`config.mk`:
```
export PLATFORM = sky130hd
export DESIGN_NAME = resp_command_parser_core
export DESIGN_NICKNAME = d
export VERILOG_FILES = /design/src/rtl/rcp_pkg.sv /design/src/rtl/rcp_parser.sv /design/src/rtl/resp_command_parser_core.sv
export SDC_FILE = /design/constraint.sdc
export NUM_CORES = 1
export LEC_CHECK = 0
export BUFFER_PORTS_ARGS = -buffer_cell sky130_fd_sc_hd__buf_2
export CAP_MARGIN = 30
export CORE_UTILIZATION = 46
export DETAILED_ROUTE_END_ITERATION = 7
export HOLD_SLACK_MARGIN = 0.03
export SLEW_MARGIN = 15
export SYNTH_ARGS = -nofsm -noshare
export SYNTH_HDL_FRONTEND = slang
export SYNTH_SLANG_ARGS = --single-unit
```
`constraint.sdc`:
```
create_clock -name i_clk -period 5.85 [get_ports i_clk]
set_clock_uncertainty 0.05 [all_clocks]
set_input_delay 0.8775 -clock i_clk [delete_from_list [all_inputs] [get_ports i_clk]]
set_output_delay 0.8775 -clock i_clk [all_outputs]
set_load 0.02 [all_outputs]
```
`src/rtl/rcp_pkg.sv`:
```
// Shared types, codes and character constants of the RESP command parser.
package rcp_pkg;

    typedef logic [3:0] t_phase;

    localparam t_phase PH_IDLE      = 4'd0;
    localparam t_phase PH_CNT_DIG   = 4'd1;
    localparam t_phase PH_CNT_LF    = 4'd2;
    localparam t_phase PH_TYP_DOL   = 4'd3;
    localparam t_phase PH_TYP_DIG   = 4'd4;
    localparam t_phase PH_TYP_LLF   = 4'd5;
    localparam t_phase PH_TYP_BYTES = 4'd6;
    localparam t_phase PH_TYP_CR    = 4'd7;
    localparam t_phase PH_TYP_LF    = 4'd8;
    localparam t_phase PH_ARG_DOL   = 4'd9;
    localparam t_phase PH_ARG_DIG   = 4'd10;
    localparam t_phase PH_ARG_LLF   = 4'd11;
    localparam t_phase PH_ARG_BYTES = 4'd12;
    localparam t_phase PH_ARG_CR    = 4'd13;
    localparam t_phase PH_ARG_LF    = 4'd14;

    localparam logic [1:0] CMD_NONE = 2'd0;
    localparam logic [1:0] CMD_GET  = 2'd1;
    localparam logic [1:0] CMD_SET  = 2'd2;
    localparam logic [1:0] CMD_DEL  = 2'd3;

    localparam logic [1:0] EV_FRAME   = 2'd0;
    localparam logic [1:0] EV_PAYLOAD = 2'd1;
    localparam logic [1:0] EV_DONE    = 2'd2;
    localparam logic [1:0] EV_ERROR   = 2'd3;

    localparam logic [2:0] ERR_NONE     = 3'd0;
    localparam logic [2:0] ERR_NO_STAR  = 3'd1;
    localparam logic [2:0] ERR_NO_DOL   = 3'd2;
    localparam logic [2:0] ERR_NO_DIGIT = 3'd3;
    localparam logic [2:0] ERR_NO_CRLF  = 3'd4;
    localparam logic [2:0] ERR_UNKNOWN  = 3'd5;
    localparam logic [2:0] ERR_MISSING  = 3'd6;
    localparam logic [2:0] ERR_TOO_BIG  = 3'd7;

    localparam logic [7:0] CH_STAR = 8'h2A;
    localparam logic [7:0] CH_DOL  = 8'h24;
    localparam logic [7:0] CH_CR   = 8'h0D;
    localparam logic [7:0] CH_LF   = 8'h0A;
    localparam logic [7:0] CH_ZERO = 8'h30;
    localparam logic [7:0] CH_NINE = 8'h39;

    localparam logic [23:0] TYPE_GET = 24'h474554;
    localparam logic [23:0] TYPE_SET = 24'h534554;
    localparam logic [23:0] TYPE_DEL = 24'h44454C;

    // Largest element count that the count field may carry.
    localparam logic [15:0] COUNT_CAP = 16'd255;
    localparam logic [15:0] MAX_BULK_RESET = 16'hFFFF;

    typedef struct packed {
        logic [1:0] event_res;
        logic [1:0] command;
        logic [7:0] arg_index;
        logic       role;
        logic [7:0] payload_byte;
        logic       arg_last;
        logic [2:0] error_code;
    } t_result;

endpackage

```
`src/rtl/rcp_parser.sv`:
```
// Parse state registers and the per-byte next-state and result logic.
module rcp_parser import rcp_pkg::*; (
    input  logic        i_clk,
    input  logic        i_rst_n,
    input  logic        i_step,
    input  logic [7:0]  i_byte,
    input  logic [15:0] i_max_len,
    output t_result     o_res
);

    t_phase      r_phase, n_phase;
    logic [15:0] r_accum, n_accum;
    logic        r_seen, n_seen;
    logic [7:0]  r_elems, n_elems;
    logic [7:0]  r_strings, n_strings;
    logic [15:0] r_bytes, n_bytes;
    logic [1:0]  r_kind, n_kind;
    logic [23:0] r_type, n_type;
    logic [7:0]  r_arg, n_arg;

    logic        fail, clr, is_digit;
    logic [2:0]  err;
    logic [1:0]  ev;
    logic        role, last;
    logic [7:0]  pay;
    logic [15:0] lim;
    logic [19:0] accum_x10;
    logic [23:0] type_shift;
    logic [15:0] bytes_dec;
    logic [7:0]  elems_dec, strings_dec;

    always_comb begin
        is_digit    = i_byte inside {[CH_ZERO:CH_NINE]};
        lim         = (r_phase == PH_CNT_DIG && i_max_len > COUNT_CAP) ? COUNT_CAP : i_max_len;
        accum_x10   = {4'd0, r_accum} * 20'd10 + {16'd0, i_byte[3:0]};
        type_shift  = {r_type[15:0], i_byte};
        bytes_dec   = r_bytes - 16'd1;
        elems_dec   = r_elems - 8'd1;
        strings_dec = r_strings - 8'd1;

        n_phase   = r_phase;
        n_accum   = r_accum;
        n_seen    = r_seen;
        n_elems   = r_elems;
        n_strings = r_strings;
        n_bytes   = r_bytes;
        n_kind    = r_kind;
        n_type    = r_type;
        n_arg     = r_arg;
        fail = 1'b0;
        clr  = 1'b0;
        err  = ERR_NONE;
        ev   = EV_FRAME;
        role = 1'b0;
        last = 1'b0;
        pay  = 8'd0;

        case (r_phase)
            PH_IDLE: begin
                if (i_byte != CH_STAR) begin
                    fail = 1'b1;
                    err  = ERR_NO_STAR;
                end else begin
                    n_accum = 16'd0;
                    n_seen  = 1'b0;
                    n_phase = PH_CNT_DIG;
                end
            end
            PH_CNT_DIG, PH_TYP_DIG, PH_ARG_DIG: begin
                if (is_digit) begin
                    if (accum_x10 > {4'd0, lim}) begin
                        fail = 1'b1;
                        err  = ERR_TOO_BIG;
                    end else begin
                        n_accum = accum_x10[15:0];
                        n_seen  = 1'b1;
                    end
                end else if (!r_seen) begin
                    fail = 1'b1;
                    err  = ERR_NO_DIGIT;
                end else if (i_byte != CH_CR) begin
                    fail = 1'b1;
                    err  = ERR_NO_CRLF;
                end else begin
                    n_phase = r_phase + 4'd1;
                end
            end
            PH_CNT_LF: begin
                if (i_byte != CH_LF) begin
                    fail = 1'b1;
                    err  = ERR_NO_CRLF;
                end else begin
                    n_elems = r_accum[7:0];
                    n_phase = PH_TYP_DOL;
                end
            end
            PH_TYP_DOL, PH_ARG_DOL: begin
                if (i_byte != CH_DOL) begin
                    fail = 1'b1;
                    err  = ERR_NO_DOL;
                end else begin
                    n_accum = 16'd0;
                    n_seen  = 1'b0;
                    n_phase = r_phase + 4'd1;
                end
            end
            PH_TYP_LLF: begin
                if (i_byte != CH_LF) begin
                    fail = 1'b1;
                    err  = ERR_NO_CRLF;
                end else if (r_accum == 16'd0) begin
                    fail = 1'b1;
                    err  = ERR_UNKNOWN;
                end else begin
                    n_bytes = r_accum;
                    n_type  = 24'd0;
                    n_phase = PH_TYP_BYTES;
                end
            end
            PH_TYP_BYTES: begin
                n_type  = type_shift;
                n_bytes = bytes_dec;
                if (bytes_dec == 16'd0) begin
                    // Type string is complete: it must be exactly three known bytes
                    if (r_accum == 16'd3 && type_shift == TYPE_GET) begin
                        n_kind  = CMD_GET;
                        n_phase = PH_TYP_CR;
                    end else if (r_accum == 16'd3 && type_shift == TYPE_SET) begin
                        n_kind  = CMD_SET;
                        n_phase = PH_TYP_CR;
                    end else if (r_accum == 16'd3 && type_shift == TYPE_DEL) begin
                        n_kind  = CMD_DEL;
                        n_phase = PH_TYP_CR;
                    end else begin
                        fail = 1'b1;
                        err  = ERR_UNKNOWN;
                    end
                end
            end
            PH_TYP_CR, PH_ARG_CR: begin
                if (i_byte != CH_CR) begin
                    fail = 1'b1;
                    err  = ERR_NO_CRLF;
                end else begin
                    n_phase = r_phase + 4'd1;
                end
            end
            PH_TYP_LF: begin
                if (i_byte != CH_LF) begin
                    fail = 1'b1;
                    err  = ERR_NO_CRLF;
                end else if (r_kind == CMD_SET) begin
                    if (r_elems < 8'd2) begin
                        fail = 1'b1;
                        err  = ERR_MISSING;
                    end else begin
                        n_strings = (elems_dec > 8'd2) ? elems_dec : 8'd2;
                        n_arg     = 8'd0;
                        n_phase   = PH_ARG_DOL;
                    end
                end else begin
                    if (r_elems == 8'd0) begin
                        fail = 1'b1;
                        err  = ERR_MISSING;
                    end else begin
                        n_strings = (r_elems > 8'd1) ? elems_dec : 8'd1;
                        n_arg     = 8'd0;
                        n_phase   = PH_ARG_DOL;
                    end
                end
            end
            PH_ARG_LLF: begin
                if (i_byte != CH_LF) begin
                    fail = 1'b1;
                    err  = ERR_NO_CRLF;
                end else begin
                    n_bytes = r_accum;
                    n_phase = (r_accum == 16'd0) ? PH_ARG_CR : PH_ARG_BYTES;
                end
            end
            PH_ARG_BYTES: begin
                ev      = EV_PAYLOAD;
                pay     = i_byte;
                role    = (r_kind == CMD_SET) && (r_arg != 8'd0);
                n_bytes = bytes_dec;
                last    = (bytes_dec == 16'd0);
                if (bytes_dec == 16'd0) begin
                    n_phase = PH_ARG_CR;
                end
            end
            PH_ARG_LF: begin
                if (i_byte != CH_LF) begin
                    fail = 1'b1;
                    err  = ERR_NO_CRLF;
                end else begin
                    n_arg     = r_arg + 8'd1;
                    n_strings = strings_dec;
                    if (strings_dec == 8'd0) begin
                        ev  = EV_DONE;
                        clr = 1'b1;
                    end else begin
                        n_phase = PH_ARG_DOL;
                    end
                end
            end
            default: begin
                fail = 1'b1;
                err  = ERR_NO_STAR;
            end
        endcase

        o_res.event_res    = fail ? EV_ERROR : ev;
        o_res.command      = n_kind;
        o_res.arg_index    = n_arg;
        o_res.role         = fail ? 1'b0 : role;
        o_res.payload_byte = fail ? 8'd0 : pay;
        o_res.arg_last     = fail ? 1'b0 : last;
        o_res.error_code   = err;
    end

    // Drop back to the start of a request on reset, after an error or a finished command
    always_ff @(posedge i_clk) begin
        if (!i_rst_n || (i_step && (fail || clr))) begin
            r_phase   <= PH_IDLE;
            r_accum   <= 16'd0;
            r_seen    <= 1'b0;
            r_elems   <= 8'd0;
            r_strings <= 8'd0;
            r_bytes   <= 16'd0;
            r_kind    <= CMD_NONE;
            r_type    <= 24'd0;
            r_arg     <= 8'd0;
        end else if (i_step) begin
            r_phase   <= n_phase;
            r_accum   <= n_accum;
            r_seen    <= n_seen;
            r_elems   <= n_elems;
            r_strings <= n_strings;
            r_bytes   <= n_bytes;
            r_kind    <= n_kind;
            r_type    <= n_type;
            r_arg     <= n_arg;
        end
    end

endmodule

```
`src/rtl/resp_command_parser_core.sv`:
```
// Top level of the RESP command parser: input beat register, parser, result register.
//
// Byte stream in on the s-side (one request byte per beat in tdata), one event
// per byte out on the m-side. Every input byte yields exactly one output beat:
// framing, argument payload byte (tlast marks the final byte of an argument),
// command complete or syntax error with its code. Output tuser carries the
// event kind and the key/value role; tdata carries command, argument index,
// payload byte and error code.
// A byte accepted into the input register is parsed and stored in the result
// register, which drives o_m_tvalid. Throughput is one byte per cycle while
// the receiver does not stall; the parser state machine updates on the same
// edge that moves the byte from the input register into the result register.
// When the receiver stalls, the result register holds and the input register
// keeps one further byte, so o_s_tready drops once both are full and rises again
// as soon as the result beat is taken.
// Reset (synchronous, active low) empties both registers, puts the parser at
// the start of a request and sets max_bulk_len to 65535. The config channel
// is always ready; write it only while no byte is in flight.
module resp_command_parser_core import rcp_pkg::*; (
    input  logic        i_clk,
    input  logic        i_rst_n,
    input  logic        i_s_tvalid,
    output logic        o_s_tready,
    input  logic [7:0]  i_s_tdata,   // [7:0] data_byte
    output logic        o_m_tvalid,
    input  logic        i_m_tready,
    output logic [23:0] o_m_tdata,   // [1:0] command, [9:2] arg_index,
                                     // [17:10] payload_byte, [20:18] error_code
    output logic [2:0]  o_m_tuser,   // [1:0] event_res, [2] role
    output logic        o_m_tlast,   // arg_last
    input  logic        i_cfg_valid,
    output logic        o_cfg_ready,
    input  logic [15:0] i_cfg_data   // max_bulk_len
);

    logic        r_in_valid;
    logic [7:0]  r_in_byte;
    logic        r_out_valid;
    t_result     r_out;
    logic [15:0] r_max_len;
    logic        advance;
    t_result     res;

    // Move a byte through the parser whenever the result slot is free or draining
    assign advance    = r_in_valid && (!r_out_valid || i_m_tready);
    assign o_s_tready = !r_in_valid || advance;
    assign o_cfg_ready = 1'b1;

    always_ff @(posedge i_clk) begin
        if (!i_rst_n) begin
            r_max_len <= MAX_BULK_RESET;
        end else if (i_cfg_valid) begin
            r_max_len <= i_cfg_data;
        end
    end

    always_ff @(posedge i_clk) begin
        if (!i_rst_n) begin
            r_in_valid <= 1'b0;
        end else if (o_s_tready) begin
            r_in_valid <= i_s_tvalid;
        end
    end

    always_ff @(posedge i_clk) begin
        if (o_s_tready && i_s_tvalid) begin
            r_in_byte <= i_s_tdata;
        end
    end

    rcp_parser u_parser (
        .i_clk     (i_clk),
        .i_rst_n   (i_rst_n),
        .i_step    (advance),
        .i_byte    (r_in_byte),
        .i_max_len (r_max_len),
        .o_res     (res)
    );

    always_ff @(posedge i_clk) begin
        if (!i_rst_n) begin
            r_out_valid <= 1'b0;
        end else if (advance) begin
            r_out_valid <= 1'b1;
        end else if (i_m_tready) begin
            r_out_valid <= 1'b0;
        end
    end

    always_ff @(posedge i_clk) begin
        if (advance) begin
            r_out <= res;
        end
    end

    assign o_m_tvalid = r_out_valid;
    assign o_m_tdata  = {3'd0, r_out.error_code, r_out.payload_byte,
                         r_out.arg_index, r_out.command};
    assign o_m_tuser  = {r_out.role, r_out.event_res};
    assign o_m_tlast  = r_out.arg_last;

endmodule

```
---- Yosys cells after proc, flatten, opt, wreduce, memory -nomap -nowiden ----
Cells that the tools add are included.
word-level totals
  word-level logic and storage cells ...... 220
  output and inout port bits .............. 31
  input bits .............................. 29
  bits in registers ....................... 130
operators by class
  equality and inequality tests ........... 41
  bitwise gates (word level) .............. 2
  multipliers ............................. 1
  reductions and logical operators ........ 40
  $add $sub $neg .......................... 6
  mux-type cells .......................... 103
  order comparisons ....................... 7
operators by type and width
  cell                                                                     number
  16-bit 2-to-1 mux                                                        10
  8-bit 2-to-1 mux                                                         12
  16-bit case mux with 3 select lines                                      2
  4-bit 2-to-1 mux                                                         20
  24-bit by 23-bit equality test with 1-bit output, second input constant  3
  3-bit 2-to-1 mux                                                         15
  4-bit case mux with 11 select lines                                      1
  16-bit zero test                                                         2
  16-bit case mux with 2 select lines                                      1
  8-bit case mux with 2 select lines                                       2
  4-bit equality test, second input constant                               7
  1-bit 2-to-1 mux                                                         28
  3-bit case mux with 9 select lines                                       1
  2-bit inequality test, second input constant                             11
  20-bit by 4-bit adder with 20-bit output                                 1
  20-bit by 16-bit > comparator with 1-bit output                          1
  16-bit by 3-bit multiplier with 19-bit output, second input constant     1
  18-bit AND reduction                                                     1
  16-bit by 2-bit equality test with 1-bit output, second input constant   1
  4-bit by 3-bit equality test with 1-bit output, second input constant    4
  16-bit by 8-bit > comparator with 1-bit output, second input constant    1
  8-bit zero test                                                          2
  2-bit 2-to-1 mux                                                         8
  8-bit by 4-bit inequality test with 1-bit output, second input constant  2
  34 further kinds                                                         63

---- Depth between registers and ports, before layout ----
Gate-level depths: netlist of the first run.
  depth after elaboration ................. 10
  depth in mapped cells ................... 21
  mapped depth without buffers ............ 19

---- Modules after synthesis ----
From an unflattened synthesis of the first run, not the netlist that was laid out.
unflattened totals
  cell total of the unflattened synthesis .. 1033
  area, all modules ....................... 9008.6 um^2
by module, submodules not included
  module                    instances  area an instance (um^2)  seq. area each (um^2)  cells an instance
  rcp_parser                1          7314.5                   1581.5                 933
  resp_command_parser_core  1          1694.1                   1351.3                 100

---- Least setup slack after synthesis of the first run ----
No wires, ideal clock.
  kind .................................... reg2reg
  start point ............................. reg u_parser.r_accum[1]
  end point ............................... reg r_out (netlist bit o_m_tdata[19]) (data pin)
  path buffers ............................ 0
  clock period less this slack ............ 4840 ps
  setup time .............................. 265 ps
  data required time ...................... 5535 ps
  cell stages (with the launch flop) ...... 19
  slack ................................... 1010 ps
  arrival ................................. 4525 ps
  cell sequence ........................... dfxtp_1 -> ha_1 -> ha_1 -> fa_1 -> a211oi_1 -> nor2_1 -> o311ai_1 -> nand4_1 -> nor4_1 -> xnor2_1 -> ha_1 -> a21oi_1 -> o21ai_0 -> a211oi_1 -> a21o_1 -> nand3_1 -> a21oi_2 -> a211oi_1 -> or3_1
RTL lines
  what                      line                            source
  start: declaration        rcp_parser.sv:12                logic [15:0] r_accum, n_accum;
  start signal: assignment  rcp_parser.sv:235               r_accum <= n_accum;
  end signal: assignment    resp_command_parser_core.sv:92  r_out <= res;
  end: declaration          resp_command_parser_core.sv:39  t_result r_out;

---- Worst setup path in the final report of the first run ----
  start point ............................. reg u_parser.r_accum[3]
  end point ............................... reg u_parser.r_bytes[13]
between the ends
  cells in the longest elaborated chain, start to end .. 10
  elaborated cells on any way between the ends .. 22
  those cells by class .................... 1 x add/sub; 1 x mul; 1 x order compare; 2 x eq/ne; 9 x mux; 8 x reduce/logical
RTL lines
  what                                                                               line               source
  branches (longest 10 deep; another with 20-bit by 4-bit adder with 20-bit output)  --
  end signal: assignment                                                             rcp_parser.sv:239  r_bytes <= n_bytes;
  end: declaration                                                                   rcp_parser.sv:16   logic [15:0] r_bytes, n_bytes;
Several ways; the timed one is not identified.
A chain may end at the register's enable or synchronous reset.

==> metrics, run 1 <==
Port Buffers between 50 and 60; CTS buffer count 17; worst path bufs/invs 1; I/O pins 60; vias in the first global route around 7,000; crit path DAT approximately 5.7 ns; fill cell count between 1,500 and 2,000; pwr dens roughly 230 mW/mm2; first-pass GRT wire length 36.5 mm; DR vias a little under 8,000; Slowest cell on crit path dfxtp_1; CTS tree built; R2R Setup Slk between 0.4 and 0.5 ns; Synth top area share a little under a quarter; Post-Route Utilization about 53%; top cells by area, synth dfxtp_1, edfxtp_1, ha_1, nand2_1, a21oi_1; # DRC 0; endpoints failing hold 0; DRT iter0 DRCs between 600 and 700; Multi-input gate area 0.00526 mm2; clk_lat worst skew between 0.4 and 0.5 ns; hold worst-path end u_parser.r_type[14]; FF/Latch Area 0.00293 mm2; post-synthesis sequential area ratio roughly 35%; antenna cells 0; Max-Cap Viols 0; most common flop cell mapped by yosys dfxtp_1; wire per inst around 18 um; Setup crit end kind flip-flop; Clock Tree Buf Depth 2; setup_tns 0 ns; Max stage delay on crit path 0.45 ns; Worst-path clk slew ~0.060 ns; Detail Placement HPWL around 17 mm; worst-path fanout max 48; worst min-delay path class reg2reg; Core Footprint approximately 0.018 mm2; H-tree depth 4; leading area contributor after synthesis dfxtp_1; top cells by instance count after synthesis nand2_1, dfxtp_1, nor2_1; CP cell instances ha_1, ha_1, fa_1, a211oi_1, nor2_1, nor4_2, nand4_1, nor4_2, xnor2_1, ha_1, a21oi_1, o21ai_0, a211oi_1, a21o_1, nand3_1, a211oi_4, o21ai_4, buf_12, a211oi_1; register bit total from synthesis between 100 and 150; grt total ovfl 0; YS warnings 0; final period utilization 92.7%; actual slew at the worst max-slew pin between 0.9 and 1 ns; fin crit period 5.43 ns; All-Layer GR Usage 25.1%; Rows 49; P_leak 3.77 nW; reg2reg end u_parser.r_bytes[13]; hold path startpoint u_parser.r_type[14]; # setup viols final 0; CP Data Required Time between 6 and 7 ns; WL final ~23 mm; Startpoint Class flip-flop; Crit path max-delay family compound AO/OA/AOI/OAI gates; # nets final 1,152; Async SR Flop Fraction 0%; reg2reg path depth 19; vias per cell around 5.9; Worst slew margin between 30% and 40%; Critical Path Start u_parser.r_accum[3]; Post-Syn Instances 1,022; layout cells sized above 1 12.0%; Post-synth EDFFs 33; clk root buf clkbuf_16; routability-driven placement congestion ratio slightly below 0.9; WS Path Type reg2reg; WHS Path Cells 2; Worst VDD drop 204 uV; unrepaired setup endpoints after global routing false; f_max around 180 MHz; Starting Density 47.1%; worst r2r src u_parser.r_accum[3]; synthesized cell area between 0.008 and 0.009 mm2; Vert. Die Dim 138 um; status completed; top-count cell post-synth nand2_1; Pins Over Slew Limit 0; die width 138 um; Area growth syn-to-layout 13.2%; largest net degree at the start of global routing about 50; Avg Inst Size Synth 8.30 um2; Die Area around 0.019 mm2; initial antenna violation count 0; Post-DRT Antenna Nets 0; First-pass DRT Iterations 5; clock sinks 130; distinct cell type count after synthesis just over 80
==> flip-flops by register name, summed over array words and instances, names as in the netlist, 16 cells and up <==
signal            count
u_parser.r_accum     16
u_parser.r_type      16
o_m_tdata            21
r_max_len            16
u_parser.r_bytes     16
==> through the flow <==
step                cell area [um2]  worst slack, ns  instances  hold WS [ns]  power [mW]
floorplan                      8490             1.01       1024         0.382        1.04
global placement               8950            0.434       1269         0.401        1.07
detailed placement             8950            0.261       1270         0.409        1.07
CTS                            9580            0.268       1302         0.420        2.20
global route                   9610           0.0459       1303         0.437        2.26
finish                         9610            0.424       1303         0.419        2.19
==> final cells by class <==
class / instances / area share, %
multi-input combinational: 816 / 54.7
sequential: 130 / 30.5
clock buffer: 24 / 5.24
timing repair buffer: 72 / 4.32
tap: 229 / 2.98
clock inverter: 8 / 1.25
inverter: 24 / 0.938
==> layer usage <==
layer  global-route usage, %  vias to the layer above  wire (um)
met5                       0                        -          0
met4                    9.36                        0        592
met3                    5.26                       46       1370
met2                    40.6                      237      10600
met1                    32.8                     3588      10600
li1                        -                     3823          -
==> placed cells by master (no fill, tap or decap), types with 8 or more instances in the layout <==
master	count
a211oi_1	19
a21o_1	10
a21oi_1	82
a22oi_1	14
and2_1	11
buf_2	55
buf_4	16
clkbuf_16	18
dfxtp_1	97
edfxtp_1	33
ha_1	60
inv_1	23
mux2i_1	33
nand2_1	118
nand2b_1	26
nand3_1	62
nand4_1	16
nor2_1	91
nor2b_1	12
nor3_1	23
nor4_1	18
o21ai_0	50
or3_1	8
xnor2_1	17
xor2_1	11
==> tightest hold or removal path: stages (launching register included) <==
cell      delay [ns]
dfxtp_1         0.30
nand2b_1        0.06
a21oi_1         0.06
==> cells by family after synthesis <==
logic type      count (synthesis)  share of synthesized area [%]
fa+ha+maj                      62                           9.32
buf+inv                        79                           3.97
simple gates                  442                           26.7
flops                         130                           34.6
mux                            34                           4.03
other cells                     2                         0.0885
xor+xnor                       28                           2.89
compound gates                245                           18.4
==> worst max path at each step <==
stage / endpoint / slack, ns / cells after the start
after floorplan: o_m_tdata[19] / 1.01 / 18
after global routing: u_parser.r_bytes[10] / 0.05 / 19
after detailed placement: u_parser.r_strings[6] / 0.26 / 19
after global placement: u_parser.r_strings[6] / 0.43 / 19
final: u_parser.r_bytes[13] / 0.42 / 19
after CTS: u_parser.r_strings[6] / 0.27 / 19
==> power breakdown <==
group / internal (mW) / total [mW] / switching (mW)
sequential: 0.940 / 0.954 / 0.0145
clock: 0.729 / 1.13 / 0.403
combinational: 0.0350 / 0.101 / 0.0660
total: 1.70 / 2.19 / 0.484
==> repair_timing <==
item | in CTS | in global routing
buffers inserted | 0 | 0
resized for setup | 0 | 3
hold buffers | 0 | 0
endpoints found under the setup margin | 0 | 48
No activity file was read; power rests on OpenSTA's default activity.
==> run 2: changes to the inputs <==
--- a/config.mk
+++ b/config.mk
@@ -5,11 +5,14 @@
 export SDC_FILE = /design/constraint.sdc
 export NUM_CORES = 1
 export LEC_CHECK = 0
+export ABC_AREA = 1
 export BUFFER_PORTS_ARGS = -buffer_cell sky130_fd_sc_hd__buf_2
 export CAP_MARGIN = 30
 export CORE_UTILIZATION = 46
 export DETAILED_ROUTE_END_ITERATION = 7
 export HOLD_SLACK_MARGIN = 0.03
+export MAX_ROUTING_LAYER = met4
+export PLACE_DENSITY = 0.64
 export SLEW_MARGIN = 15
 export SYNTH_ARGS = -nofsm -noshare
 export SYNTH_HDL_FRONTEND = slang
==> metrics, run 2 <==
status completed (unchanged); f_max 199 MHz (was 184 MHz); vias in the first global route 7,494 (was 7,035); cts repair resizes 0 (unchanged); setup_tns 0 ns (unchanged); hold path startpoint r_max_len[5] (was u_parser.r_type[14]); power share of the combinational group 5.1% (was 4.6%); pwr dens 217 mW/mm2 (was 228 mW/mm2); clk root buf clkbuf_16 (unchanged); most common cell after layout, fill and taps aside nand2_1 (unchanged); most used cell, CP nand2_1; first-pass GRT wire length 36.9 mm (was 36.5 mm); top cells by instance count after synthesis nand2_1, inv_1, nor2_1 (was nand2_1, dfxtp_1, nor2_1); Crit path max-delay family simple AND/OR/NAND/NOR gates (was compound AO/OA/AOI/OAI gates); Worst slew margin 47.0% (was 37.1%); Rows 50 (was 49); Final Power 2.20 mW (was 2.19 mW); Startpoint Class flip-flop (unchanged); P_leak 4.71 nW (was 3.77 nW); Worst-path clk slew 0.07 ns (was 0.06 ns); Min Hold Slack 0.409 ns (was 0.419 ns); top cells by area, synth dfxtp_1, nand2_1, edfxtp_1, ha_1, inv_1 (was dfxtp_1, edfxtp_1, ha_1, nand2_1, a21oi_1); Int Pwr 1.63 mW (was 1.70 mW); Post-CTS Hold Buffers 0 (unchanged); leading area contributor after synthesis dfxtp_1 (unchanged); actual slew at the worst max-slew pin 0.792 ns (was 0.930 ns); I/O pins 60 (unchanged); clock sinks 130 (unchanged); initial antenna violation count 0 (unchanged); postcts setup bufs 0 (unchanged); Critical Path Start u_parser.r_accum[1] (was u_parser.r_accum[3]); die width 142 um (was 138 um); Clock power frac 51.6% (was 51.8%); # nets final 1,459 (was 1,152); vias per cell 5.01 (was 5.90); DR WL met3 961 um (was 1.37 mm); Starting Density 47.7% (was 47.1%); metal2 WL 9.93 mm (was 10.6 mm); CTS tree built (unchanged); top layer in use met4 (unchanged); Slowest cell on crit path dfxtp_1 (unchanged); YS warnings 0 (unchanged); register bit total from synthesis 130 (unchanged); Synth top area share 21.5% (was 22.9%); crit path DAT 5.23 ns (was 5.71 ns); Async SR Flop Fraction 0% (unchanged); synthesized cell area 0.00903 mm2 (was 0.00848 mm2); WS Path Type reg2reg (unchanged); Pins Over Slew Limit 0 (unchanged); M1 WL 10.8 mm (was 10.6 mm); DR vias 8,215 (was 7,694); largest net degree at the start of global routing 52 (was 49); Post-synth EDFFs 33 (unchanged); grt total ovfl 0 (unchanged); worst min-delay path class reg2reg (unchanged); Die Area 0.0202 mm2 (was 0.0190 mm2); Port Buffers 55 (unchanged); top-count cell post-synth nand2_1 (unchanged); layout cells sized above 1 10.9% (was 12.0%); most common flop cell mapped by yosys dfxtp_1 (unchanged); distinct cell type count after synthesis 52 (was 83); post-synthesis sequential area ratio 32.5% (was 34.6%); worst r2r src u_parser.r_accum[1] (was u_parser.r_accum[3]); final period utilization 85.8% (was 92.7%); Post-DRT Antenna Nets 0 (unchanged); Area growth syn-to-layout 12.3% (was 13.2%); wire per inst 13.4 um (was 17.7 um); # setup viols final 0 (unchanged); worst path bufs/invs 2 (was 1); Detail Placement HPWL 16.7 mm (about the same); antenna cells 0 (unchanged); CP Data Required Time 6.06 ns (was 6.14 ns); First-pass DRT Iterations 5 (unchanged); final cell count without fillers 1,641 (was 1,303); most frequent cells in the layout nand2_1, inv_1, nor2_1, dfxtp_1, o21ai_0 (was nand2_1, dfxtp_1, nor2_1, a21oi_1, nand3_1); Post-Syn Instances 1,322 (was 1,022); Max stage delay on crit path 0.50 ns (was 0.45 ns); max reg flops 21 (unchanged); unrepaired setup endpoints after global routing false (unchanged); clk_lat worst skew 0.43 ns (was 0.42 ns); # DRC 0 (unchanged); CTS buffer count 17 (unchanged); sequential share of power 43.3% (was 43.6%); All-Layer GR Usage 23.8% (was 25.1%); WL final 21.9 mm (was 23.1 mm); fin crit period 5.02 ns (was 5.43 ns); Vert. Die Dim 142 um (was 138 um); Setup crit end kind flip-flop (unchanged); Clock Tree Buf Depth 2 (unchanged); sw power 0.567 mW (was 0.484 mW); Core Footprint 0.0190 mm2 (was 0.0180 mm2); endpoints failing hold 0 (unchanged); Max-Cap Viols 0 (unchanged); Avg Inst Size Synth 6.83 um2 (was 8.30 um2); routability-driven placement congestion ratio 0.929 (was 0.883); Worst VDD drop 213 uV (was 204 uV); Sw Share 25.8% (was 22.1%); worst-path fanout max 10 (was 48); DRT iter0 DRCs 579 (was 630); placed instance count 1,608 (was 1,270); H-tree depth 4 (unchanged)
run 2: cell type report:
| cell class | instances | area (um2) |
|---|---|---|
| sequential | 130 | 2930 |
| clock inverter | 15 | 206 |
| clock buffer | 17 | 425 |
| fill | 1848 | 8820 |
| inverter | 200 | 751 |
| multi-input combinational | 960 | 5170 |
| timing repair buffer | 59 | 325 |
| tap | 260 | 325 |
run 2: worst min-delay path: stages, from the launching register on:
cell and delay [ns]:
dfxtp_1 0.33, nand2_1 0.05, nand3_1 0.05
run 2: final timing paths:
path / to / slack (ns) / cells past startpoint
hold / removal: r_max_len[5] / 0.41 / 2
hold reg to reg: r_max_len[5] / 0.41 / 2
setup reg to reg: o_m_tdata[16] / 0.83 / 28
setup / recovery: o_m_tdata[16] / 0.83 / 28
run 2: cell families after synthesis:
kind of cell | after synthesis | share of synthesized area (%)
buffers and inverters | 234 | 10.4
xor gates and xnor gates | 32 | 3.10
DFF | 130 | 32.5
AOI/OAI and AO/OA | 173 | 10.5
other | 2 | 0.0831
and+or+nand+nor | 689 | 34.8
adders and majority gates | 62 | 8.75
run 2: per-layer routing:
| layer | vias to the layer above | global-route usage [%] |
|---|---|---|
| li1 | 4347 | - |
| met1 | 3662 | 31.7 |
| met2 | 187 | 37.3 |
| met3 | 19 | 3.33 |
| met4 | 0 | 7.58 |
| met5 | - | - |
run 2: power by group through the flow:
| stage | Sequential (mW) | Clock [mW] | Combinational, mW |
|---|---|---|---|
| 6_report | 0.954 | 1.14 | 0.112 |
| 5_1_grt | 0.955 | 1.20 | 0.126 |
| 4_1_cts | 0.953 | 1.16 | 0.113 |
| 3_5_place_dp | 0.973 | 0 | 0.112 |
| 3_3_place_gp | 0.973 | 0 | 0.111 |
| 2_1_floorplan | 0.979 | 0 | 0.0748 |
run 2: metrics by stage:
stage / utilization (%) / setup WS [ns] / cell area [um2]
detailed placement: 50.1 / 0.802 / 9490
finish: 53.5 / 0.828 / 10100
floorplan: - / 1.50 / 9040
global placement: 50.1 / 0.865 / 9490
global route: 53.5 / 0.219 / 10100
CTS: 53.4 / 0.791 / 10100
==> run 3: changes to the inputs <==
--- a/config.mk
+++ b/config.mk
@@ -8,11 +8,13 @@
 export ABC_AREA = 1
 export BUFFER_PORTS_ARGS = -buffer_cell sky130_fd_sc_hd__buf_2
 export CAP_MARGIN = 30
-export CORE_UTILIZATION = 46
+export CELL_PAD_IN_SITES_DETAIL_PLACEMENT = 0
+export CELL_PAD_IN_SITES_GLOBAL_PLACEMENT = 1
+export CORE_UTILIZATION = 45
 export DETAILED_ROUTE_END_ITERATION = 7
 export HOLD_SLACK_MARGIN = 0.03
 export MAX_ROUTING_LAYER = met4
-export PLACE_DENSITY = 0.64
+export PLACE_DENSITY = 0.83
 export SLEW_MARGIN = 15
 export SYNTH_ARGS = -nofsm -noshare
 export SYNTH_HDL_FRONTEND = slang
==> metrics, run 3 (same netlist as run 2, synthesis figures left out) <==
CTS tree built (unchanged); clock sinks 130 (unchanged); max reg flops 21 (unchanged); vias in the first global route 7,437 (was 7,494); crit path DAT 5.25 ns (was 5.23 ns); final period utilization 86.5% (was 85.8%); f_max 198 MHz (was 199 MHz); Multi-input gate area 0.00517 mm2 (about the same); Worst-path clk slew 0.06 ns (was 0.07 ns); Core Footprint 0.0196 mm2 (was 0.0190 mm2); # DRC 0 (unchanged); Area growth syn-to-layout 11.3% (was 12.3%); Clock Tree Buf Depth 2 (unchanged); grt total ovfl 0 (unchanged); Max-Cap Viols 0 (unchanged); actual slew at the worst max-slew pin 0.802 ns (was 0.792 ns); routability-driven placement congestion ratio 0.912 (was 0.929); vias per cell 5.01 (about the same); Starting Density 46.1% (was 47.7%); DRT iter0 DRCs 586 (was 579); I/O pins 60 (unchanged); M1 WL 11.3 mm (was 10.8 mm); DR WL met3 750 um (was 961 um); First-pass DRT Iterations 5 (unchanged); placed instance count 1,613 (was 1,608); All-Layer GR Usage 23.5% (was 23.8%); top layer in use met4 (unchanged); CP endpoint o_m_tlast (was o_m_tdata[16]); power share of the combinational group 5.4% (was 5.1%); final cell count without fillers 1,645 (was 1,641); cts repair resizes 0 (unchanged); Min Hold Slack 0.405 ns (was 0.409 ns); Setup crit end kind flip-flop (unchanged); Clock power frac 48.7% (was 51.6%); antenna cells 0 (unchanged); reg2reg end o_m_tlast (was o_m_tdata[16]); Pins Over Slew Limit 0 (unchanged); FF/Latch Area 0.00293 mm2 (unchanged); most common cell after layout, fill and taps aside nand2_1 (unchanged); # setup viols final 0 (unchanged); unrepaired setup endpoints after global routing false (unchanged); die width 144 um (was 142 um); reg2reg path depth 28 (unchanged); worst r2r src u_parser.r_accum[1] (unchanged); first-pass GRT wire length 36.8 mm (was 36.9 mm); Startpoint Class flip-flop (unchanged); Vert. Die Dim 144 um (was 142 um); endpoints failing hold 0 (unchanged); Placement Cell Area 0.00950 mm2 (was 0.00949 mm2); most frequent cells in the layout nand2_1, inv_1, nor2_1, dfxtp_1, o21ai_0 (unchanged); wire per inst 13.5 um (was 13.4 um); clk root buf clkbuf_16 (unchanged); Int Pwr 1.56 mW (was 1.63 mW); WS Path Type reg2reg (unchanged); worst min-delay path class reg2reg (unchanged); P_leak 4.67 nW (was 4.71 nW); layout cells sized above 1 10.7% (was 10.9%); Final Power 2.08 mW (was 2.20 mW); Worst slew margin 46.1% (was 47.0%); Sw Share 24.7% (was 25.8%); worst-path fanout max 10 (unchanged); metal2 WL 9.98 mm (was 9.93 mm); Worst VDD drop 166 uV (was 213 uV); R2R Setup Slk 0.79 ns (was 0.83 ns); Rows 51 (was 50); largest net degree at the start of global routing 64 (was 52); fin crit period 5.06 ns (was 5.02 ns); CP Data Required Time 6.04 ns (was 6.06 ns); Setup WS pre-CTS 0.807 ns (was 0.802 ns); Detail Placement HPWL 17.2 mm (was 16.7 mm); initial antenna violation count 0 (unchanged); clk_lat worst skew 0.43 ns (about the same); H-tree depth 4 (unchanged); final non-filler cell area 0.0101 mm2 (about the same); status completed (unchanged); setup ws final 0.791 ns (was 0.828 ns); Critical Path Start u_parser.r_accum[1] (unchanged); Port Buffers 55 (unchanged); pwr dens 207 mW/mm2 (was 217 mW/mm2); WL final 22.3 mm (was 21.9 mm); most used cell, CP nand2_1 (unchanged); Die Area 0.0206 mm2 (was 0.0202 mm2); Post-CTS Hold Buffers 0 (unchanged); Slowest cell on crit path dfxtp_1 (unchanged); postcts setup bufs 0 (unchanged); sequential share of power 45.9% (was 43.3%); DR vias 8,243 (was 8,215); sw power 0.514 mW (was 0.567 mW); fill cell count 2,043 (was 1,848); CTS buffer count 17 (unchanged); setup_tns 0 ns (unchanged); Max stage delay on crit path 0.51 ns (was 0.50 ns); # nets final 1,458 (was 1,459); Post-Route Utilization 51.3% (was 53.5%); Post-DRT Antenna Nets 0 (unchanged)
run 3: per-layer routing:
layer	GRT usage, %	vias up
met3	3.93	22
li1	-	4347
met2	36.2	156
met5	-	-
met4	5.71	0
met1	31.9	3718
run 3: how the worst min path moves through the flow:
| stage | start | to | slack (ns) | cells after the start |
|---|---|---|---|---|
| after floorplan | r_max_len[0] | r_max_len[0] | 0.37 | 2 |
| after global placement | r_max_len[0] | r_max_len[0] | 0.39 | 2 |
| after detailed placement | r_max_len[0] | r_max_len[0] | 0.39 | 2 |
| after CTS | r_max_len[0] | r_max_len[0] | 0.40 | 2 |
| after global routing | r_max_len[6] | r_max_len[6] | 0.44 | 2 |
| final | r_max_len[0] | r_max_len[0] | 0.40 | 2 |
run 3: layout make-up:
type                       count  share of cell area, %
tap                          265                   3.30
timing repair buffer          58                   3.09
multi-input combinational    960                   51.4
sequential                   130                   29.2
clock inverter                15                   1.31
clock buffer                  17                   4.23
inverter                     200                   7.47
run 3: power groups by stage:
stage | sequential, mW | combinational [mW] | clock, mW
6_report | 0.954 | 0.112 | 1.01
5_1_grt | 0.957 | 0.127 | 1.07
4_1_cts | 0.954 | 0.113 | 1.03
3_5_place_dp | 0.974 | 0.112 | 0
3_3_place_gp | 0.974 | 0.112 | 0
2_1_floorplan | 0.979 | 0.0748 | 0
run 3: critical path: cells and delay by family, from the launching register on:
family / cells / cell delay [ns]
AOI/OAI and AO/OA: 2 / 0.35
xor gates and xnor gates: 1 / 0.13
adders and majority gates: 4 / 1.28
buffers and inverters: 2 / 0.16
DFF: 1 / 0.51
and+or+nand+nor: 19 / 2.39
